<file path="src/sv/ils_pkg.sv">
`default_nettype none

package ils_pkg;

    // List capacity and derived widths
    localparam int CAPACITY = 64;
    localparam int ADDR_W   = $clog2(CAPACITY);
    localparam int CNT_W    = $clog2(CAPACITY + 1);
    localparam int DATA_W   = 32;
    localparam int CMD_W    = 3;
    localparam int POS_W    = 7;
    localparam int LEN_W    = 7;
    localparam int STAT_W   = 2;
    localparam int CMP_W    = (CNT_W > POS_W) ? CNT_W : POS_W;
    localparam int CMP1_W   = CMP_W + 1;

    typedef enum logic [CMD_W-1:0] {
        CMD_READ   = 3'd0,
        CMD_INSERT = 3'd1,
        CMD_DELETE = 3'd2,
        CMD_CLEAR  = 3'd3,
        CMD_QUERY  = 3'd4
    } cmd_e;

    typedef enum logic [STAT_W-1:0] {
        ST_OK        = 2'd0,
        ST_BAD_INDEX = 2'd1,
        ST_FULL      = 2'd2
    } status_e;

    // Controller -> datapath
    typedef struct packed {
        logic load;
        logic decode;
        logic step;
        logic commit;
    } dp_cmd_t;

    // Datapath -> controller
    typedef struct packed {
        logic need_shift;
        logic last_step;
    } dp_sts_t;

endpackage

`default_nettype wire

</file>
<file path="src/sv/ils_ram.sv">
`default_nettype none

module ils_ram #(
    parameter int WIDTH = 32,
    parameter int DEPTH = 64,
    localparam int AW = $clog2(DEPTH)
) (
    input  logic             clk,
    input  logic             we,
    input  logic [AW-1:0]    waddr,
    input  logic [WIDTH-1:0] wdata,
    input  logic             re,
    input  logic [AW-1:0]    raddr,
    output logic [WIDTH-1:0] rdata
);

    logic [WIDTH-1:0] mem [DEPTH];
    logic [WIDTH-1:0] rdata_reg;

    always_ff @(posedge clk)
    begin
        if (we)
        begin
            mem[waddr] <= wdata;
        end
        if (re)
        begin
            rdata_reg <= mem[raddr];
        end
    end

    assign rdata = rdata_reg;

endmodule

`default_nettype wire

</file>
<file path="src/sv/ils_ctrl.sv">
`default_nettype none

module ils_ctrl (
    input  logic              clk,
    input  logic              rst_n,
    input  logic              start,
    output logic              busy,
    input  ils_pkg::dp_sts_t  sts,
    output ils_pkg::dp_cmd_t  cmd
);

    import ils_pkg::*;

    typedef enum logic [4:0] {
        S_IDLE   = 5'b00001,
        S_DECODE = 5'b00010,
        S_SHIFT  = 5'b00100,
        S_TAIL   = 5'b01000,
        S_COMMIT = 5'b10000
    } state_t;

    state_t state_reg;
    state_t state_next;

    always_comb
    begin
        state_next = state_reg;
        cmd        = '0;
        case (state_reg)
            S_IDLE:
            begin
                if (start)
                begin
                    cmd.load   = 1'b1;
                    state_next = S_DECODE;
                end
            end
            S_DECODE:
            begin
                cmd.decode = 1'b1;
                state_next = sts.need_shift ? S_SHIFT : S_COMMIT;
            end
            S_SHIFT:
            begin
                cmd.step = 1'b1;
                if (sts.last_step)
                begin
                    state_next = S_TAIL;
                end
            end
            S_TAIL:
            begin
                // last moved word is written back this cycle
                state_next = S_COMMIT;
            end
            S_COMMIT:
            begin
                cmd.commit = 1'b1;
                state_next = S_IDLE;
            end
            default:
            begin
                state_next = S_IDLE;
            end
        endcase
    end

    always_ff @(posedge clk or negedge rst_n)
    begin
        if (!rst_n)
        begin
            state_reg <= S_IDLE;
        end
        else
        begin
            state_reg <= state_next;
        end
    end

    assign busy = (state_reg != S_IDLE);

endmodule

`default_nettype wire

</file>
<file path="src/sv/ils_datapath.sv">
`default_nettype none

module ils_datapath (
    input  logic                          clk,
    input  logic                          rst_n,
    input  ils_pkg::dp_cmd_t              cmd,
    output ils_pkg::dp_sts_t              sts,
    input  logic [ils_pkg::CMD_W-1:0]     command,
    input  logic [ils_pkg::POS_W-1:0]     position,
    input  logic signed [ils_pkg::DATA_W-1:0] value,
    output logic                          done,
    output logic [ils_pkg::STAT_W-1:0]    status,
    output logic signed [ils_pkg::DATA_W-1:0] read_value,
    output logic [ils_pkg::LEN_W-1:0]     length,
    output logic                          is_empty
);

    import ils_pkg::*;

    logic [CMD_W-1:0]  op_reg;
    logic [POS_W-1:0]  pos_reg;
    logic [DATA_W-1:0] val_reg;
    logic [CNT_W-1:0]  count_reg;
    logic [CNT_W-1:0]  count_next;
    logic [CNT_W-1:0]  idx_reg;
    logic [CNT_W-1:0]  idx_next;
    logic [CNT_W-1:0]  src_idx;
    logic              wpend_reg;
    logic [ADDR_W-1:0] waddr_reg;
    logic              done_reg;
    status_e           status_reg;
    status_e           status_next;
    logic [DATA_W-1:0] read_value_reg;
    logic [LEN_W-1:0]  length_reg;
    logic              empty_reg;

    logic              is_rd;
    logic              is_ins;
    logic              is_del;
    logic              is_clr;
    logic [CMP_W-1:0]  pos_c;
    logic [CMP_W-1:0]  cnt_c;
    logic [CMP1_W-1:0] pos1_c;
    logic [CMP1_W-1:0] cnt1_c;
    logic [CMP1_W-1:0] idx1_c;
    logic              bad_at;
    logic              bad_ins;
    logic              full;
    logic              op_bad;
    logic              op_full;
    logic              op_ok;

    logic              ram_we;
    logic [ADDR_W-1:0] ram_waddr;
    logic [DATA_W-1:0] ram_wdata;
    logic              ram_re;
    logic [ADDR_W-1:0] ram_raddr;
    logic [DATA_W-1:0] ram_rdata;

    assign is_rd  = (op_reg == CMD_READ);
    assign is_ins = (op_reg == CMD_INSERT);
    assign is_del = (op_reg == CMD_DELETE);
    assign is_clr = (op_reg == CMD_CLEAR);

    assign pos_c  = CMP_W'(pos_reg);
    assign cnt_c  = CMP_W'(count_reg);
    assign pos1_c = CMP1_W'(pos_c) + CMP1_W'(1);
    assign cnt1_c = CMP1_W'(cnt_c);
    assign idx1_c = CMP1_W'(idx_reg);

    assign bad_at  = (pos_c >= cnt_c);
    assign bad_ins = (pos_c > cnt_c);
    assign full    = (count_reg == CNT_W'(CAPACITY));

    assign op_bad  = ((is_rd || is_del) && bad_at) || (is_ins && bad_ins);
    assign op_full = is_ins && !bad_ins && full;
    assign op_ok   = !op_bad && !op_full;

    // insert at the tail or delete of the last element moves nothing
    assign sts.need_shift = op_ok && ((is_ins && (pos_c != cnt_c)) ||
                                      (is_del && (pos1_c != cnt1_c)));
    assign sts.last_step  = is_ins ? (idx1_c == pos1_c)
                                   : ((idx1_c + CMP1_W'(2)) == cnt1_c);

    // idx_reg is the destination slot; source is one slot away
    assign src_idx = is_ins ? (idx_reg - CNT_W'(1)) : (idx_reg + CNT_W'(1));

    always_comb
    begin
        idx_next = idx_reg;
        if (cmd.decode)
        begin
            idx_next = is_ins ? count_reg : CNT_W'(pos_reg);
        end
        else if (cmd.step)
        begin
            idx_next = src_idx;
        end
    end

    always_comb
    begin
        count_next = count_reg;
        if (is_clr)
        begin
            count_next = '0;
        end
        else if (is_ins && op_ok)
        begin
            count_next = count_reg + CNT_W'(1);
        end
        else if (is_del && op_ok)
        begin
            count_next = count_reg - CNT_W'(1);
        end
    end

    always_comb
    begin
        if (op_bad)
        begin
            status_next = ST_BAD_INDEX;
        end
        else if (op_full)
        begin
            status_next = ST_FULL;
        end
        else
        begin
            status_next = ST_OK;
        end
    end

    assign ram_re    = cmd.decode || cmd.step;
    assign ram_raddr = cmd.step ? src_idx[ADDR_W-1:0] : ADDR_W'(pos_reg);
    assign ram_we    = wpend_reg || (cmd.commit && is_ins && op_ok);
    assign ram_waddr = wpend_reg ? waddr_reg : ADDR_W'(pos_reg);
    assign ram_wdata = wpend_reg ? ram_rdata : val_reg;

    ils_ram #(
        .WIDTH (DATA_W),
        .DEPTH (CAPACITY)
    ) u_store (
        .clk   (clk),
        .we    (ram_we),
        .waddr (ram_waddr),
        .wdata (ram_wdata),
        .re    (ram_re),
        .raddr (ram_raddr),
        .rdata (ram_rdata)
    );

    always_ff @(posedge clk or negedge rst_n)
    begin
        if (!rst_n)
        begin
            count_reg <= '0;
            wpend_reg <= 1'b0;
            done_reg  <= 1'b0;
        end
        else
        begin
            wpend_reg <= cmd.step;
            done_reg  <= cmd.commit;
            if (cmd.commit)
            begin
                count_reg <= count_next;
            end
        end
    end

    always_ff @(posedge clk)
    begin
        idx_reg <= idx_next;
        if (cmd.load)
        begin
            op_reg  <= command;
            pos_reg <= position;
            val_reg <= value;
        end
        if (cmd.step)
        begin
            waddr_reg <= idx_reg[ADDR_W-1:0];
        end
        if (cmd.commit)
        begin
            status_reg     <= status_next;
            read_value_reg <= (is_rd && op_ok) ? ram_rdata : '0;
            length_reg     <= LEN_W'(count_next);
            empty_reg      <= (count_next == '0);
        end
    end

    assign done       = done_reg;
    assign status     = status_reg;
    assign read_value = read_value_reg;
    assign length     = length_reg;
    assign is_empty   = empty_reg;

endmodule

`default_nettype wire

</file>
<file path="src/sv/indexed_list_store.sv">
// Channel   Handshake               Signals
// command   start & !busy accepts   command, position, value
// result    done (one-cycle pulse)  status, read_value, length, is_empty
//
// Sequence: read, clear, query, a failed command, an append or a delete of the
// last element run decode and commit before the done pulse. Insert and delete
// that move k elements (k up to CAPACITY-1) add shift and tail states: one
// element moves per cycle through the single write port of the element RAM.
// Reset: rst_n clears the list length and the controller; RAM contents are
// left as they are, since only entries below the length are ever used.
// Stalls: the receiver cannot stall; busy holds off the sender for the
// whole transaction.
`default_nettype none

module indexed_list_store (
    input  logic                              clk,
    input  logic                              rst_n,
    // command channel
    input  logic                              start,
    output logic                              busy,
    input  logic [ils_pkg::CMD_W-1:0]         command,
    input  logic [ils_pkg::POS_W-1:0]         position,
    input  logic signed [ils_pkg::DATA_W-1:0] value,
    // result channel
    output logic                              done,
    output logic [ils_pkg::STAT_W-1:0]        status,
    output logic signed [ils_pkg::DATA_W-1:0] read_value,
    output logic [ils_pkg::LEN_W-1:0]         length,
    output logic                              is_empty
);

    import ils_pkg::*;

    // controller sequences decode, element moves, write-back and commit
    dp_cmd_t dp_cmd;
    dp_sts_t dp_sts;

    ils_ctrl u_ctrl (
        .clk   (clk),
        .rst_n (rst_n),
        .start (start),
        .busy  (busy),
        .sts   (dp_sts),
        .cmd   (dp_cmd)
    );

    // datapath holds the length, the element RAM and the result registers
    ils_datapath u_dp (
        .clk        (clk),
        .rst_n      (rst_n),
        .cmd        (dp_cmd),
        .sts        (dp_sts),
        .command    (command),
        .position   (position),
        .value      (value),
        .done       (done),
        .status     (status),
        .read_value (read_value),
        .length     (length),
        .is_empty   (is_empty)
    );

endmodule

`default_nettype wire

</file>
<file path="config.mk">
export PLATFORM = sky130hd
export DESIGN_NAME = indexed_list_store
export DESIGN_NICKNAME = d
export VERILOG_FILES = /design/src/sv/ils_pkg.sv /design/src/sv/ils_ram.sv /design/src/sv/ils_ctrl.sv /design/src/sv/ils_datapath.sv /design/src/sv/indexed_list_store.sv
export SDC_FILE = /design/constraint.sdc
export NUM_CORES = 2
export LEC_CHECK = 0
export ABC_AREA = 1
export ABC_CLOCK_PERIOD_IN_PS = 11900
export BUFFER_PORTS_ARGS = -buffer_cell sky130_fd_sc_hd__buf_2
export CORE_ASPECT_RATIO = 1.4
export CORE_MARGIN = 8
export CORE_UTILIZATION = 40
export CTS_BUF_LIST = sky130_fd_sc_hd__clkbuf_16
export DETAILED_ROUTE_END_ITERATION = 6
export PLACE_DENSITY_LB_ADDON = 0.1
export SYNTH_ARGS = -nofsm -noshare
export SYNTH_HDL_FRONTEND = slang
export SYNTH_HIERARCHICAL = 1
export SYNTH_SLANG_ARGS = --single-unit
</file>
<file path="constraint.sdc">
create_clock -name clk -period 11.9 [get_ports clk]
set_input_delay 0.595 -clock clk [delete_from_list [all_inputs] [get_ports clk]]
set_output_delay 0.595 -clock clk [all_outputs]
set_load 0.02 [all_outputs]
</file>
==> run summary <==
R2r setup slk -> 5720 ps
Worst Hold Class -> in2reg
#FFs+latches synth -> 2,191
CP arrival -> 6880 ps
Pwr Density -> 204 mW/mm2
Max Cap Viol -> 0
CTS clk-pin slew, worst paths -> 60 ps
Largest register FFs -> 2,048
Fin nets -> 7,484
Post-route ant nets -> 0
Setup Skew -> 40.1 ps
Tcrit/Tclk final -> 0.519
Total die area -> 0.238 mm2
Peak Freq -> 162 MHz
CP Capture Point -> u_dp/u_store/rdata[11]$_DFFE_PP_
Io pins -> 89
Final setup violation count -> 0
First-pass GRT wire length -> 412,000 um
Share of cells above drive strength 1 -> 0.0907
Pre-CTS WS -> 5800 ps
Post-Route WL -> 287,000 um
Final TNS setup -> 0 ps
Htree depth -> 4
Number of synthesized flops with an enable pin -> 2,177
DIE WIDTH -> 414 um
Critical Path Sink Type -> register
Number of global-route vias before repair -> 56,700
Syn Nets -> 7,439
TritonCTS clock tree -> yes
Row count -> 204
Routed WL per cell -> 27.4 um
Fillers -> 19,900
Final instance area -> 0.100 mm2
Worst-Margin Slew -> 1250 ps
Worst-Skew Late Latency -> 860 ps
Crit path kind -> reg2reg
Mapped Area -> 0.0889 mm2
Core area -> 0.221 mm2
Unique masters post-synth -> 41
Fin. Hold Viols -> 0
Placed cell areas -> 0.0929 mm2
Slew HR -> 0.158
Cells after Synth -> 7,377
Post-route minimum period -> 6180 ps
Critical Path RT -> 12,610 ps
Max-slew violations -> 0
Drt initial violations -> 6,175
Via Count -> 58,300
Crit start category -> register
Antenna violations before repair -> 10
Biggest register -> u_dp/u_store/mem
RR Startpoint -> u_ctrl/state_reg[3]$_DFFE_PN0P_
Crit-path max FO -> 172
Global route overflow -> 0
GPL Wtd Cong -> 0.825
Ys Warns -> 6
Status -> finished, final reports clean
GRT Util Overall -> 0.233
Dominant synthesized flop cell -> edfxtp_1
Clock Sinks -> 2,191
Unrepaired setup endpoints after global routing -> no
Die Span Y -> 574 um
Hpwl dp -> 150,000 um
Clk buf depth -> 4
Static Leakage -> 0.0355 uW
Critical R2R Capture -> u_dp/u_store/rdata[11]$_DFFE_PP_
Crit path from -> u_ctrl/state_reg[3]$_DFFE_PN0P_
Setup slack after layout -> 5720 ps
DRC Markers -> 0
Root buf cell -> clkbuf_16
I/O Buffers -> 88
Initial Utilization -> 0.402
Reg2reg path depth -> 17
Hold Slack -> 205 ps
CTS buffer count -> 218
Register area share after synthesis -> 0.740
Drt via density -> 5.57
DRT Pass-1 Iters -> 5
FFs w/ async S/R, synth -> 0.00639
Worst VDD drop -> 0.136 mV
Area delta synth->final -> 12.7%
Post-Syn Area per Cell -> 12.0 um2
Largest net degree at the start of global routing -> 173
[critical path, cell delays in order, from the launching register on]
cell and delay (ps):
dfrtp_1 440, nor2_2 180, nand2_2 80, nor2_4 380, inv_1 330, o21ai_4 240
buf_12 620, buf_4 670, buf_4 830, buf_4 850, nand2_1 100, nand3_1 120
nand3_1 100, nand3_1 200, nand3_1 90, nand2_1 90, nand2_1 210, nand2_1 160
[worst min path at each step]
stage	from	to	slack (ps)	cells past startpoint
after global placement	rst_n	u_ctrl/state_reg[1]$_DFFE_PN0P_	560	1
final	start	u_ctrl/state_reg[1]$_DFFE_PN0P_	200	3
after detailed placement	rst_n	u_ctrl/state_reg[1]$_DFFE_PN0P_	570	1
after global routing	start	u_ctrl/state_reg[1]$_DFFE_PN0P_	200	3
after floorplan	rst_n	u_ctrl/state_reg[1]$_DFFE_PN0P_	300	0
after CTS	start	u_ctrl/state_reg[1]$_DFFE_PN0P_	150	3
[where the power goes]
| group | switching [uW] | internal [uW] | leakage, uW |
|---|---|---|---|
| clock | 2910 | 3850 | 0.00356 |
| combinational | 3440 | 1020 | 0.0121 |
| sequential | 128 | 9060 | 0.0198 |
| total | 6480 | 13900 | 0.0355 |
[per-stage QoR]
stage	util	instances	power [uW]
after detailed placement	0.421	10000	13800
after floorplan	-	7377	12100
after global routing	0.454	10500	21200
after global placement	0.421	10000	13800
after CTS	0.454	10500	20600
final	0.454	10500	20400
[synth_stat cells, types with 3 or more instances]
| master | instances | share of area |
|---|---|---|
| ha_1 | 16 | 0.0023 |
| nor4_1 | 11 | 0.00077 |
| nand2_1 | 2361 | 0.10 |
| nor2_4 | 4 | 0.00051 |
| inv_2 | 8 | 0.00034 |
| clkbuf_1 | 88 | 0.0037 |
| nor2_1 | 117 | 0.0049 |
| xor2_1 | 22 | 0.0022 |
| nand3_1 | 1929 | 0.11 |
| nand3_2 | 4 | 0.00045 |
| dfrtp_1 | 13 | 0.0037 |
| buf_6 | 5 | 0.00063 |
| nand4_1 | 23 | 0.0016 |
| buf_4 | 46 | 0.0039 |
| edfxtp_1 | 2177 | 0.74 |
| xnor2_1 | 6 | 0.00059 |
| nor3_1 | 4 | 0.00023 |
| nand2_2 | 5 | 0.00035 |
| nand2_4 | 3 | 0.00038 |
| buf_2 | 287 | 0.016 |
| buf_1 | 41 | 0.0017 |
| inv_1 | 97 | 0.0041 |
| o21ai_1 | 7 | 0.00039 |
| a21oi_1 | 14 | 0.00079 |
| o21ai_0 | 68 | 0.0038 |
| nor2_2 | 4 | 0.00028 |
[cell usage in the layout, fill, tap and decap left out, drive strengths merged]
cell type | synthesis | routed
a21oi | 15 | 15
ha | 16 | 16
nor4b | 1 | 1
nand4 | 24 | 24
inv | 107 | 153
nand2 | 2369 | 2369
nand3 | 1934 | 1934
clkbuf | 88 | 222
nor4 | 11 | 11
nor2 | 125 | 125
edfxtp | 2177 | 2177
dfstp | 1 | 1
buf | 381 | 251
clkinv | 1 | 92
o31ai | 2 | 2
diode | 0 | 3
bufinv | 0 | 23
o22ai | 1 | 1
o21bai | 1 | 1
xnor2 | 6 | 6
nor3 | 4 | 4
dfrtp | 13 | 13
or2 | 1 | 1
dlygate4sd3 | 0 | 43
o21ai | 75 | 75
xor2 | 22 | 22
o211ai | 1 | 1
clkinvlp | 0 | 2
fa | 1 | 1
[layer usage]
layer  share of wire  GRT usage  routed length [um]
met2            0.49      0.401              141000
met5        0.000045          0                  13
met1            0.41      0.310              119000
met3           0.066     0.0335               18900
met4           0.030     0.0650                8500
[layout make-up]
cell class	instances	area [um2]	share of cell area
diodes	3	7.51	0.0000750
well taps	2884	3610	0.0360
clock buffers	222	5560	0.0555
repair buffers	294	2220	0.0222
clock inverters	162	1290	0.0129
flip-flops and latches	2191	65700	0.656
multi-input cells	4609	21300	0.213
inverters	108	449	0.00449
[kinds of logic (layout without fill, tap and decap cells)]
kind of cell | count (synthesis) | after routing | synth area share
buffers and inverters | 577 | 786 | 0.0311
xor gates and xnor gates | 28 | 28 | 0.00276
DFF | 2191 | 2191 | 0.740
AOI/OAI and AO/OA | 95 | 95 | 0.00552
other | 0 | 3 | 0
and+or+nand+nor | 4469 | 4469 | 0.219
adders and majority gates | 17 | 17 | 0.00248
[repair_timing]
| action | CTS | global route |
|---|---|---|
| setup buffers | 0 | 0 |
| endpoints found under the setup margin | 0 | 0 |
| resized for setup | 0 | 0 |
| hold endpoints to repair | 56 | 0 |
| hold buffers | 43 | 0 |
Note: power is estimated with default switching activity, not from simulation.
